File: config.mk
export PLATFORM = sky130hd
export DESIGN_NAME = isbn13_string_validator_flat
export DESIGN_NICKNAME = d
export VERILOG_FILES = /design/src/rtl/isbn13_pkg.sv /design/src/rtl/isbn13_if.sv /design/src/rtl/isbn13_string_validator.sv /design/src/rtl/isbn13_in_reg.sv /design/src/rtl/isbn13_check.sv /design/src/rtl/isbn13_out_reg.sv /design/src/flat_wrapper.sv
export SDC_FILE = /design/constraint.sdc
export NUM_CORES = 1
export LEC_CHECK = 0
export BUFFER_PORTS_ARGS = -buffer_cell sky130_fd_sc_hd__buf_2
export CAP_MARGIN = 5
export CORE_MARGIN = 2
export CORE_UTILIZATION = 64
export DETAILED_ROUTE_END_ITERATION = 12
export HOLD_SLACK_MARGIN = 0.08
export PLACE_DENSITY = 0.92
export SLEW_MARGIN = 20
export SYNTH_ARGS = -nofsm -noshare
export SYNTH_HDL_FRONTEND = slang
export SYNTH_HIERARCHICAL = 1
export SYNTH_SLANG_ARGS = --single-unit
File: constraint.sdc
create_clock -name clk -period 9.75 [get_ports clk]
set_input_delay 0.4875 -clock clk [delete_from_list [all_inputs] [get_ports clk]]
set_output_delay 0.4875 -clock clk [all_outputs]
set_load 0.1 [all_outputs]
File: src/rtl/isbn13_pkg.sv
// shared types, constants and functions of the isbn-13 text validator
package isbn13_pkg;

  localparam int TEXT_LEN      = 22;
  localparam int POS_MAX       = 31;
  localparam int LEAD_LEN      = 7;
  localparam int GROUP_POS_MAX = 14;
  localparam int GROUP_LEN_MAX = 7;
  localparam int DIGIT_TOTAL   = 13;
  localparam int DIGIT_CNT_MAX = 15;

  localparam logic [16:0] GROUP_SAT = 17'd100000;

  localparam logic [7:0] CHAR_ZERO = 8'h30;
  localparam logic [7:0] CHAR_NINE = 8'h39;
  localparam logic [7:0] CHAR_DASH = 8'h2d;
  localparam logic [7:0] CHAR_8    = 8'h38;
  localparam logic [7:0] CHAR_9    = 8'h39;

  // one character word
  typedef struct packed {
    logic [7:0] ch;
    logic       last;
  } word_t;

  // result handed from the checking stage to the result register
  typedef struct packed {
    logic load;
    logic valid_res;
  } res_t;

  // running state of one text
  typedef struct packed {
    logic [4:0]  pos;
    logic        fmt_ok;
    logic        grp_open;
    logic [16:0] grp_val;
    logic [2:0]  grp_len;
    logic [3:0]  dig_cnt;
    logic [3:0]  wsum;
    logic [3:0]  chk_dig;
  } state_t;

  localparam state_t ST_RESET = '{
    pos:      5'd0,
    fmt_ok:   1'b1,
    grp_open: 1'b0,
    grp_val:  17'd0,
    grp_len:  3'd0,
    dig_cnt:  4'd0,
    wsum:     4'd0,
    chk_dig:  4'd0
  };

  // expected characters of "ISBN 97"
  function automatic logic [7:0] lead_char(input logic [2:0] idx);
    logic [7:0] c;
    unique case (idx)
      3'd0:    c = 8'h49;
      3'd1:    c = 8'h53;
      3'd2:    c = 8'h42;
      3'd3:    c = 8'h4e;
      3'd4:    c = 8'h20;
      3'd5:    c = 8'h39;
      3'd6:    c = 8'h37;
      default: c = 8'h00;
    endcase
    return c;
  endfunction

  // registration group ranges
  function automatic logic group_allowed(input logic [16:0] v);
    logic a;
    a = (v <= 17'd5) || (v == 17'd7)
        || (v >= 17'd80    && v <= 17'd94)
        || (v >= 17'd600   && v <= 17'd649)
        || (v >= 17'd950   && v <= 17'd989)
        || (v >= 17'd9900  && v <= 17'd9989)
        || (v >= 17'd99900 && v <= 17'd99999);
    return a;
  endfunction

endpackage

File: src/rtl/isbn13_if.sv
// character and result channel interfaces
interface isbn13_char_if;
  logic       valid;
  logic       ready;
  logic [7:0] ch;
  logic       last;

  modport source (output valid, output ch, output last, input ready);
  modport sink   (input valid, input ch, input last, output ready);
endinterface

interface isbn13_res_if;
  logic valid;
  logic ready;
  logic valid_res;

  modport source (output valid, output valid_res, input ready);
  modport sink   (input valid, input valid_res, output ready);
endinterface

File: src/rtl/isbn13_string_validator.sv
// top level of the isbn-13 text validator
//
//  channel   | dir | fields           | handshake
//  ----------+-----+------------------+------------------
//  in_chan   | in  | ch[7:0], last    | valid / ready
//  out_chan  | out | valid_res        | valid / ready
//
// one character word is taken per cycle unless a last word waits on a stalled result;
// the verdict of a text is loaded into the result register as its last word leaves the input register.
// the path from input register through the state update to the result
// register is combinational, so without a stalled result the sustained rate is one word per cycle.
// synchronous active-low reset clears the running state and both valid flags.
// a stalled result only holds back a last word; other words keep flowing.
module isbn13_string_validator (
  input  logic          clk,
  input  logic          rst_n,
  isbn13_char_if.sink   in_chan,
  isbn13_res_if.source  out_chan
);

  logic              adv;
  logic              a_valid;
  logic              out_free;
  isbn13_pkg::word_t a_word;
  isbn13_pkg::res_t  res;

  isbn13_in_reg u_in (
    .clk     (clk),
    .rst_n   (rst_n),
    .in_chan (in_chan),
    .adv     (adv),
    .a_valid (a_valid),
    .a_word  (a_word)
  );

  isbn13_check u_check (
    .clk      (clk),
    .rst_n    (rst_n),
    .a_valid  (a_valid),
    .a_word   (a_word),
    .out_free (out_free),
    .adv      (adv),
    .res      (res)
  );

  isbn13_out_reg u_out (
    .clk      (clk),
    .rst_n    (rst_n),
    .res      (res),
    .out_free (out_free),
    .out_chan (out_chan)
  );

endmodule

File: src/rtl/isbn13_in_reg.sv
// input register holding one character word
module isbn13_in_reg (
  input  logic                clk,
  input  logic                rst_n,
  isbn13_char_if.sink         in_chan,
  input  logic                adv,
  output logic                a_valid,
  output isbn13_pkg::word_t   a_word
);

  logic              a_valid_r, a_valid_nxt;
  isbn13_pkg::word_t a_word_r;
  logic              take;

  assign in_chan.ready = !a_valid_r || adv;
  assign take          = in_chan.valid && in_chan.ready;

  always_comb begin
    if (take) begin
      a_valid_nxt = 1'b1;
    end else if (adv) begin
      a_valid_nxt = 1'b0;
    end else begin
      a_valid_nxt = a_valid_r;
    end
  end

  always_ff @(posedge clk) begin
    if (!rst_n) begin
      a_valid_r <= 1'b0;
    end else begin
      a_valid_r <= a_valid_nxt;
    end
  end

  always_ff @(posedge clk) begin
    if (take) begin
      a_word_r.ch   <= in_chan.ch;
      a_word_r.last <= in_chan.last;
    end
  end

  assign a_valid = a_valid_r;
  assign a_word  = a_word_r;

endmodule

File: src/rtl/isbn13_check.sv
// per-character format and check-digit update, verdict on the last word
module isbn13_check (
  input  logic               clk,
  input  logic               rst_n,
  input  logic               a_valid,
  input  isbn13_pkg::word_t  a_word,
  input  logic               out_free,
  output logic               adv,
  output isbn13_pkg::res_t   res
);

  isbn13_pkg::state_t st_r, st_nxt, s_upd;
  logic               is_dig;
  logic [3:0]         d;
  logic [20:0]        gv_x10;
  logic [5:0]         acc;
  logic [3:0]         chk;
  logic               ok;

  // reduce a value below 40 modulo 10
  function automatic logic [3:0] mod10_small(input logic [5:0] v);
    logic [5:0] r;
    if (v >= 6'd30) begin
      r = v - 6'd30;
    end else if (v >= 6'd20) begin
      r = v - 6'd20;
    end else if (v >= 6'd10) begin
      r = v - 6'd10;
    end else begin
      r = v;
    end
    return r[3:0];
  endfunction

  assign adv = a_valid && (!a_word.last || out_free);

  always_comb begin
    s_upd  = st_r;
    is_dig = (a_word.ch >= isbn13_pkg::CHAR_ZERO) && (a_word.ch <= isbn13_pkg::CHAR_NINE);
    d      = is_dig ? 4'(a_word.ch - isbn13_pkg::CHAR_ZERO) : 4'd0;
    gv_x10 = {1'b0, st_r.grp_val, 3'b000} + {3'b000, st_r.grp_val, 1'b0} + {17'd0, d};

    // fixed lead text, prefix digit 8 or 9, first dash and group field
    if (st_r.pos < 5'(isbn13_pkg::LEAD_LEN)) begin
      if (a_word.ch != isbn13_pkg::lead_char(st_r.pos[2:0])) begin
        s_upd.fmt_ok = 1'b0;
      end
    end else if (st_r.pos == 5'(isbn13_pkg::LEAD_LEN)) begin
      if (a_word.ch != isbn13_pkg::CHAR_8 && a_word.ch != isbn13_pkg::CHAR_9) begin
        s_upd.fmt_ok = 1'b0;
      end
    end else if (st_r.pos == 5'(isbn13_pkg::LEAD_LEN + 1)) begin
      if (a_word.ch != isbn13_pkg::CHAR_DASH) begin
        s_upd.fmt_ok = 1'b0;
      end
      s_upd.grp_open = 1'b1;
    end else if (st_r.grp_open) begin
      if (a_word.ch == isbn13_pkg::CHAR_DASH) begin
        s_upd.grp_open = 1'b0;
        if (st_r.grp_len == 3'd0 || !isbn13_pkg::group_allowed(st_r.grp_val)) begin
          s_upd.fmt_ok = 1'b0;
        end
      end else if (!is_dig || st_r.pos > 5'(isbn13_pkg::GROUP_POS_MAX)) begin
        s_upd.fmt_ok   = 1'b0;
        s_upd.grp_open = 1'b0;
        s_upd.grp_len  = 3'd0;
      end else begin
        if (gv_x10 > {4'd0, isbn13_pkg::GROUP_SAT}) begin
          s_upd.grp_val = isbn13_pkg::GROUP_SAT;
        end else begin
          s_upd.grp_val = gv_x10[16:0];
        end
        if (st_r.grp_len < 3'(isbn13_pkg::GROUP_LEN_MAX)) begin
          s_upd.grp_len = st_r.grp_len + 3'd1;
        end
      end
    end

    // weighted sum of all digits but the latest
    if (st_r.dig_cnt[0]) begin
      acc = {2'b00, st_r.chk_dig} + {2'b00, st_r.wsum};
    end else begin
      acc = {2'b00, st_r.chk_dig} + {1'b0, st_r.chk_dig, 1'b0} + {2'b00, st_r.wsum};
    end
    if (is_dig) begin
      if (st_r.dig_cnt != 4'd0) begin
        s_upd.wsum = mod10_small(acc);
      end
      s_upd.chk_dig = d;
      if (st_r.dig_cnt < 4'(isbn13_pkg::DIGIT_CNT_MAX)) begin
        s_upd.dig_cnt = st_r.dig_cnt + 4'd1;
      end
    end

    if (st_r.pos < 5'(isbn13_pkg::POS_MAX)) begin
      s_upd.pos = st_r.pos + 5'd1;
    end

    chk = (s_upd.wsum == 4'd0) ? 4'd0 : 4'd10 - s_upd.wsum;
    ok  = s_upd.fmt_ok
          && (st_r.pos == 5'(isbn13_pkg::TEXT_LEN - 1))
          && !s_upd.grp_open
          && (s_upd.grp_len != 3'd0)
          && (s_upd.dig_cnt == 4'(isbn13_pkg::DIGIT_TOTAL))
          && (chk == s_upd.chk_dig);

    if (adv) begin
      st_nxt = a_word.last ? isbn13_pkg::ST_RESET : s_upd;
    end else begin
      st_nxt = st_r;
    end
  end

  always_ff @(posedge clk) begin
    if (!rst_n) begin
      st_r <= isbn13_pkg::ST_RESET;
    end else begin
      st_r <= st_nxt;
    end
  end

  assign res = '{load: adv && a_word.last, valid_res: ok};

endmodule

File: src/rtl/isbn13_out_reg.sv
// result register driving the result channel
module isbn13_out_reg (
  input  logic              clk,
  input  logic              rst_n,
  input  isbn13_pkg::res_t  res,
  output logic              out_free,
  isbn13_res_if.source      out_chan
);

  logic out_valid_r, out_valid_nxt;
  logic valid_res_r;

  assign out_free = !out_valid_r || out_chan.ready;

  always_comb begin
    if (res.load) begin
      out_valid_nxt = 1'b1;
    end else if (out_chan.ready) begin
      out_valid_nxt = 1'b0;
    end else begin
      out_valid_nxt = out_valid_r;
    end
  end

  always_ff @(posedge clk) begin
    if (!rst_n) begin
      out_valid_r <= 1'b0;
    end else begin
      out_valid_r <= out_valid_nxt;
    end
  end

  always_ff @(posedge clk) begin
    if (res.load) begin
      valid_res_r <= res.valid_res;
    end
  end

  assign out_chan.valid     = out_valid_r;
  assign out_chan.valid_res = valid_res_r;

endmodule

File: src/flat_wrapper.sv
// flat-port wrapper written by rule: the top's interface ports become plain ports
module isbn13_string_validator_flat 
  (clk, rst_n, in_chan_valid, in_chan_ch, in_chan_last, in_chan_ready, out_chan_valid, out_chan_valid_res, out_chan_ready);
  isbn13_char_if in_chan_i ();
  isbn13_res_if out_chan_i ();
  input  logic clk;
  input  logic rst_n;
  input wire logic [$bits(in_chan_i.valid)-1:0] in_chan_valid;
  input wire logic [$bits(in_chan_i.ch)-1:0] in_chan_ch;
  input wire logic [$bits(in_chan_i.last)-1:0] in_chan_last;
  output wire logic [$bits(in_chan_i.ready)-1:0] in_chan_ready;
  output wire logic [$bits(out_chan_i.valid)-1:0] out_chan_valid;
  output wire logic [$bits(out_chan_i.valid_res)-1:0] out_chan_valid_res;
  input wire logic [$bits(out_chan_i.ready)-1:0] out_chan_ready;
  assign in_chan_i.valid = in_chan_valid;
  assign in_chan_i.ch = in_chan_ch;
  assign in_chan_i.last = in_chan_last;
  assign in_chan_ready = in_chan_i.ready;
  assign out_chan_valid = out_chan_i.valid;
  assign out_chan_valid_res = out_chan_i.valid_res;
  assign out_chan_i.ready = out_chan_ready;
  isbn13_string_validator u_core (.clk(clk), .rst_n(rst_n), .in_chan(in_chan_i), .out_chan(out_chan_i));
endmodule
# After elaboration in Yosys (flattened, before gate mapping)
# Cells that the tools add are included.
[op_classes]
mux = 35
n_reduce_logical = 43
n_lt_le_gt_ge = 22
add_sub_neg = 13
eq_ne = 22
[ops]
columns = ["op", "n"]
rows = [
  ["$pmux W7 S7", 1],
  ["$mux W21", 2],
  ["$mux W20", 2],
  ["$mux W39", 1],
  ["$ge A17 B10 Y1 const B", 2],
  ["$le A17 B10 Y1 const B", 2],
  ["$mux W17", 2],
  ["$mux W4", 7],
  ["$ne A8 B6 Y1 const B", 3],
  ["$mux W22", 1],
  ["$add A20 B18 Y21", 1],
  ["$add A21 B4 Y21", 1],
  ["$gt A21 B17 Y1 const B", 1],
  ["$eq A17 B3 Y1 const B", 1],
  ["$ge A17 B14 Y1 const B", 1],
  ["$ge A17 B17 Y1 const B", 1],
  ["$ge A17 B7 Y1 const B", 1],
  ["$le A17 B14 Y1 const B", 1],
  ["$le A17 B17 Y1 const B", 1],
  ["$le A17 B3 Y1 const B", 1],
  ["$le A17 B7 Y1 const B", 1],
  ["$logic_and A1 B1 Y1", 15],
  ["$ge A6 B5 Y1 const B", 2],
  ["$mux W12", 1],
  ["44 further kinds", 83],
]
[word_totals]
ff_bits = 51
word_cells = 148

# Logic depth before layout (Yosys ltp)
[depth]
depth_word = 20
ltp_mapped = 18
mapped_depth_nobuf = 17

# Modules after synthesis
# Netlist, hierarchy kept.
[by_module_without_submodules]
columns = ["module", "area_per_inst_um2", "cells_per_inst", "seq_area_each_um2", "instances"]
rows = [
  ["isbn13_check", 4424.2, 560, 780.7, 1],
  ["isbn13_in_reg", 327.8, 14, 290.3, 1],
  ["isbn13_out_reg", 78.8, 5, 50.0, 1],
]

# Worst setup path after synthesis
# Ideal clock, no wire load.
[synth_path]
path_kind = "register to register"
startpoint = "reg u_core.u_in.a_word_r (netlist bit u_core/u_in/a_word[7])"
endpoint = "reg u_core/u_check/st_r[15] (netlist name)"
path_stages_with_launch = 16
t_arrival_ns = 4.497
n_path_buf = 0
setup_slack_ns = 5.192
path_cell_list = "edfxtp_1 nor3b_1 nand2_1 nor4b_1 fa_1 fa_1 a21o_1 a21oi_1 o21bai_1 a31oi_1 o21bai_1 xor2_1 nor4_1 a21oi_1 nor4_2 a32o_1"
[synth_between]
elab_chain_len = 13
[synth_lines]
columns = ["element", "line_no", "source"]
rows = [
  ["from (decl)", "isbn13_in_reg.sv:12", "isbn13_pkg::word_t a_word_r;"],
  ["$ge A8 B6 Y1 / $le A8 B6 Y1 (equally long branches)", "isbn13_check.sv:39", "is_dig = (a_word.ch >= isbn13_pkg::CHAR_ZERO) && (a_word.ch <= isbn13_pkg::CHAR_NINE);"],
  ["$logic_and A1 B1 Y1", "isbn13_check.sv:39", ""],
  ["$mux W4", "isbn13_check.sv:40", "d = is_dig ? 4'(a_word.ch - isbn13_pkg::CHAR_ZERO) : 4'd0;"],
  ["$add A21 B4 Y21", "isbn13_check.sv:41", "gv_x10 = {1'b0, st_r.grp_val, 3'b000} + {3'b000, st_r.grp_val, 1'b0} + {17'd0, d};"],
  ["$gt A21 B17 Y1", "isbn13_check.sv:68", "if (gv_x10 > {4'd0, isbn13_pkg::GROUP_SAT}) begin"],
  ["$mux W17", "isbn13_check.sv:68", ""],
  ["$mux W17", "isbn13_check.sv:63", "end else if (!is_dig || st_r.pos > 5'(isbn13_pkg::GROUP_POS_MAX)) begin"],
  ["$mux W20", "isbn13_check.sv:58", "if (a_word.ch == isbn13_pkg::CHAR_DASH) begin"],
  ["$mux W22", "isbn13_check.sv:57", "end else if (st_r.grp_open) begin"],
  ["$mux W20", "isbn13_check.sv:52", "end else if (st_r.pos == 5'(isbn13_pkg::LEAD_LEN + 1)) begin"],
  ["$mux W21", "isbn13_check.sv:48", "end else if (st_r.pos == 5'(isbn13_pkg::LEAD_LEN)) begin"],
  ["$mux W21", "isbn13_check.sv:44", "if (st_r.pos < 5'(isbn13_pkg::LEAD_LEN)) begin"],
  ["$mux W39", "isbn13_check.sv:108", "st_nxt = a_word.last ? isbn13_pkg::ST_RESET : s_upd;"],
  ["to (signal assigned)", "isbn13_check.sv:116", "st_r <= isbn13_pkg::ST_RESET;"],
  ["to (signal assigned)", "isbn13_check.sv:118", "st_r <= st_nxt;"],
  ["to (decl)", "isbn13_check.sv:12", "isbn13_pkg::state_t st_r, st_nxt, s_upd;"],
]
# Parallel ways exist; a longest one is shown, timed or not. The select of a mux whose other input is x is not followed.
# A chain may end at the register's enable or synchronous reset.

# Worst setup path in the final report
# Ends and elaborated chain as after synthesis.

==> flow_metrics.env <==
export IMPL_antenna_cells=0
export IMPL_worstHoldPathType="primary input to flop"
export IMPL_p_per_area_mw_per_mm2=80.2
export IMPL_grt_pass1_wl_um=20000
export IMPL_finalCritPeriodShare_pct=54.9
export IMPL_synth_top_cell_area_share_pct=17.0
export IMPL_drtIter0Drc=418
export IMPL_grt_overflow=0
export IMPL_clock_sinks=51
export IMPL_clk_pin_slew_worst_paths_ns=0.09
export IMPL_fmax_mhz=187
export IMPL_ys_warn_count=6
export IMPL_grt_pass1_vias=4308
export IMPL_hpwl_um=8900
export IMPL_fill_cells=581
export IMPL_nNetsFinal=662
export IMPL_synthCells=579
export IMPL_dp_cells=676
export IMPL_cts_repair_resized=0
export IMPL_drtPass1Iterations=7
export IMPL_drcViolationCount=0
export IMPL_period_needed_ns=5.35
export IMPL_irDropWorstVdd_mv=0.113
export IMPL_p_sw_w=0.000107
export IMPL_avgSynthCellArea_um2=8.34
export IMPL_synth_edf_count=10
export IMPL_antenna_found_initial=0
export IMPL_relSlewSlack_pct=29.3
export IMPL_instances_no_fill=684
export IMPL_status="completed"
export IMPL_pre_cts_slack_ns=4.50
export IMPL_hold_buffers=0
export IMPL_synthArstFlopShare_pct=0
export IMPL_die_width_um=90.9
export IMPL_final_cell_mix="58 x ha_1, 55 x nand2_1, 41 x a21oi_1, 41 x dfxtp_1, 31 x o21ai_0"
export IMPL_synth_flop_cell="dfxtp_1"
export IMPL_fp_row_count=31
export IMPL_final_common_cell="ha_1"
export IMPL_clk_latency_ns=0.32
export IMPL_via_per_inst=6.65
export IMPL_power_share_clock_pct=35.1
export IMPL_cts_buffer_depth=2
export IMPL_seqPwrFrac_pct=55.4
export IMPL_grt_max_degree=33
export IMPL_wl_per_cell_um=17.2
export IMPL_yosysSeqAreaShare_pct=23.2
export IMPL_cts_buffers_inserted=5
export IMPL_tns_ns=0
export IMPL_place_gp_congestion=0.942
export IMPL_vias=4552
export IMPL_hold_violations=0
export IMPL_p_int_w=0.000299
export IMPL_critPathCaptureType="flop"
export IMPL_seqCellArea_mm2=0.00112
export IMPL_worst_slew_pin_slew_ns=1.04
export IMPL_cts_tree="done"
export IMPL_slew_violations=0
export IMPL_synth_cell_area_mm2=0.00483
export IMPL_die_h_um=90.9
export IMPL_cap_violations=0
export IMPL_reg2reg_slack_ns=4.40
export IMPL_synth_cell_type_count=82
export IMPL_multi_input_area_mm2=0.00351
export IMPL_cts_root_buffer="clkbuf_8"
export IMPL_synth_top_cell_by_area="dfxtp_1"
export IMPL_cp_data_required_time_ns=10.00
export IMPL_setup_viol=0
export IMPL_die_area_mm2=0.00826
export IMPL_port_buffers=15
export IMPL_ant_nets=0
export IMPL_fin_ws_ns=4.40
export IMPL_cp_max_fo=6
export IMPL_synthTopCellsByArea="dfxtp_1 17%, ha_1 15%, edfxtp_1 6.2%"
export IMPL_htree_levels=2
export IMPL_pwr_share_comb_pct=9.5
export IMPL_track_usage_pct=28.7
export IMPL_synth_seq_cells=51
export IMPL_switching_share_pct=26.4
export IMPL_startpoint_type="flop"
export IMPL_area_growth_pct=5.02
export IMPL_postCtsSetupBuffers=0
export IMPL_wl_um=11800
export IMPL_rsz0062_at_grt="no"
export IMPL_initial_utilization_pct=66.2
export IMPL_synth_nets=657
export IMPL_drive_gt1_share_pct=8.55
export IMPL_core_area_mm2=0.00729
export IMPL_power_leakage_nw=2.19
export IMPL_finClkSkew_ns=0.0151
export IMPL_io_pins=16
export IMPL_cp_arrival_ns=5.61
export IMPL_worstSetupPathType="flop to flop"
-- registers in the layout, summed over array words and instances, names as in the netlist --
signal                           count
u_core/u_check/st_r                 39
u_core/u_in/a_word                   9
u_core/u_in/a_valid                  1
u_core/u_out/out_chan.valid          1
u_core/u_out/out_chan.valid_res      1
-- synthesized netlist by cell type, types with 8 or more instances --
master / count
nand3_1: 22
ha_1: 58
nor3_1: 13
nor2b_1: 18
a31oi_1: 11
nor4_1: 10
and3_1: 8
o21ai_0: 32
a21oi_1: 41
clkbuf_1: 13
nand2_1: 55
xnor2_1: 16
dfxtp_1: 41
a21o_1: 12
a22oi_1: 8
edfxtp_1: 10
inv_1: 28
a22o_1: 10
xor2_1: 8
nor2_1: 28
-- metrics by stage --
step	util (%)	instance area (um^2)	hold WS [ns]	total power, W
5_1_grt	69.6	5070	0.339	0.000419
3_5_place_dp	68.1	4960	0.461	0.000268
6_report	69.6	5070	0.351	0.000407
4_1_cts	69.6	5070	0.344	0.000406
3_3_place_gp	68.1	4960	0.450	0.000266
2_1_floorplan	-	4830	0.432	0.000256
-- power by group through the flow --
stage                     combinational, W  clock [W]  sequential [W]
after detailed placement         0.0000378          0        0.000230
after floorplan                  0.0000264          0        0.000230
final                            0.0000385   0.000143        0.000225
after global routing             0.0000421   0.000151        0.000226
after CTS                        0.0000380   0.000143        0.000225
after global placement           0.0000362          0        0.000230
-- metal layers --
layer	GRT usage, %	wire length (um)	vias to the layer above
met4	9.97	297	0
met5	0	0	-
met1	37.0	5030	2124
met2	49.8	5690	212
li1	-	-	2181
met3	3.34	785	35
-- logic make-up (layout without fill, tap and decap cells) --
logic type | count (synthesis) | count (layout) | synth area share, %
AO/OA/AOI/OAI | 182 | 182 | 26.9
flip-flops | 51 | 51 | 23.2
buffers and inverters | 50 | 56 | 4.14
XOR/XNOR | 24 | 24 | 4.35
multiplexers | 5 | 5 | 1.11
adder cells (fa/ha/maj) | 65 | 65 | 17.9
AND/OR/NAND/NOR | 202 | 202 | 22.4
-- path summary, 6_finish.rpt --
path                        endpoint               startpoint  cells past startpoint
max          u_core/u_check/st_r[15]    u_core/u_in/a_word[7]                     15
min            u_core/u_in/a_word[4]            in_chan_ch[3]                      1
max reg2reg  u_core/u_check/st_r[15]    u_core/u_in/a_word[7]                     15
min reg2reg  u_core/u_check/st_r[33]  u_core/u_check/st_r[33]                      2
-- worst max-delay path, stage by stage (launching register included) --
cell,delay (ns)
edfxtp_1,0.43
nor3b_1,0.42
nand2_1,0.10
nor4b_1,0.73
fa_1,0.59
fa_1,0.47
a21o_1,0.17
a21oi_1,0.22
o21bai_1,0.15
a31oi_1,0.31
o21bai_1,0.12
xor2_1,0.16
nor4_1,0.41
a21oi_1,0.25
nor4_2,0.53
a32o_1,0.24
-- cell type report --
class                      instances  share of cell area, %
clock buffer                       6                   1.85
clock inverter                     2                  0.345
inverter                          31                   2.32
multi-input combinational        478                   69.2
sequential                        51                   22.1
tap                               99                   2.44
timing repair buffer              17                   1.78
Power figures use the tool's default switching activity.
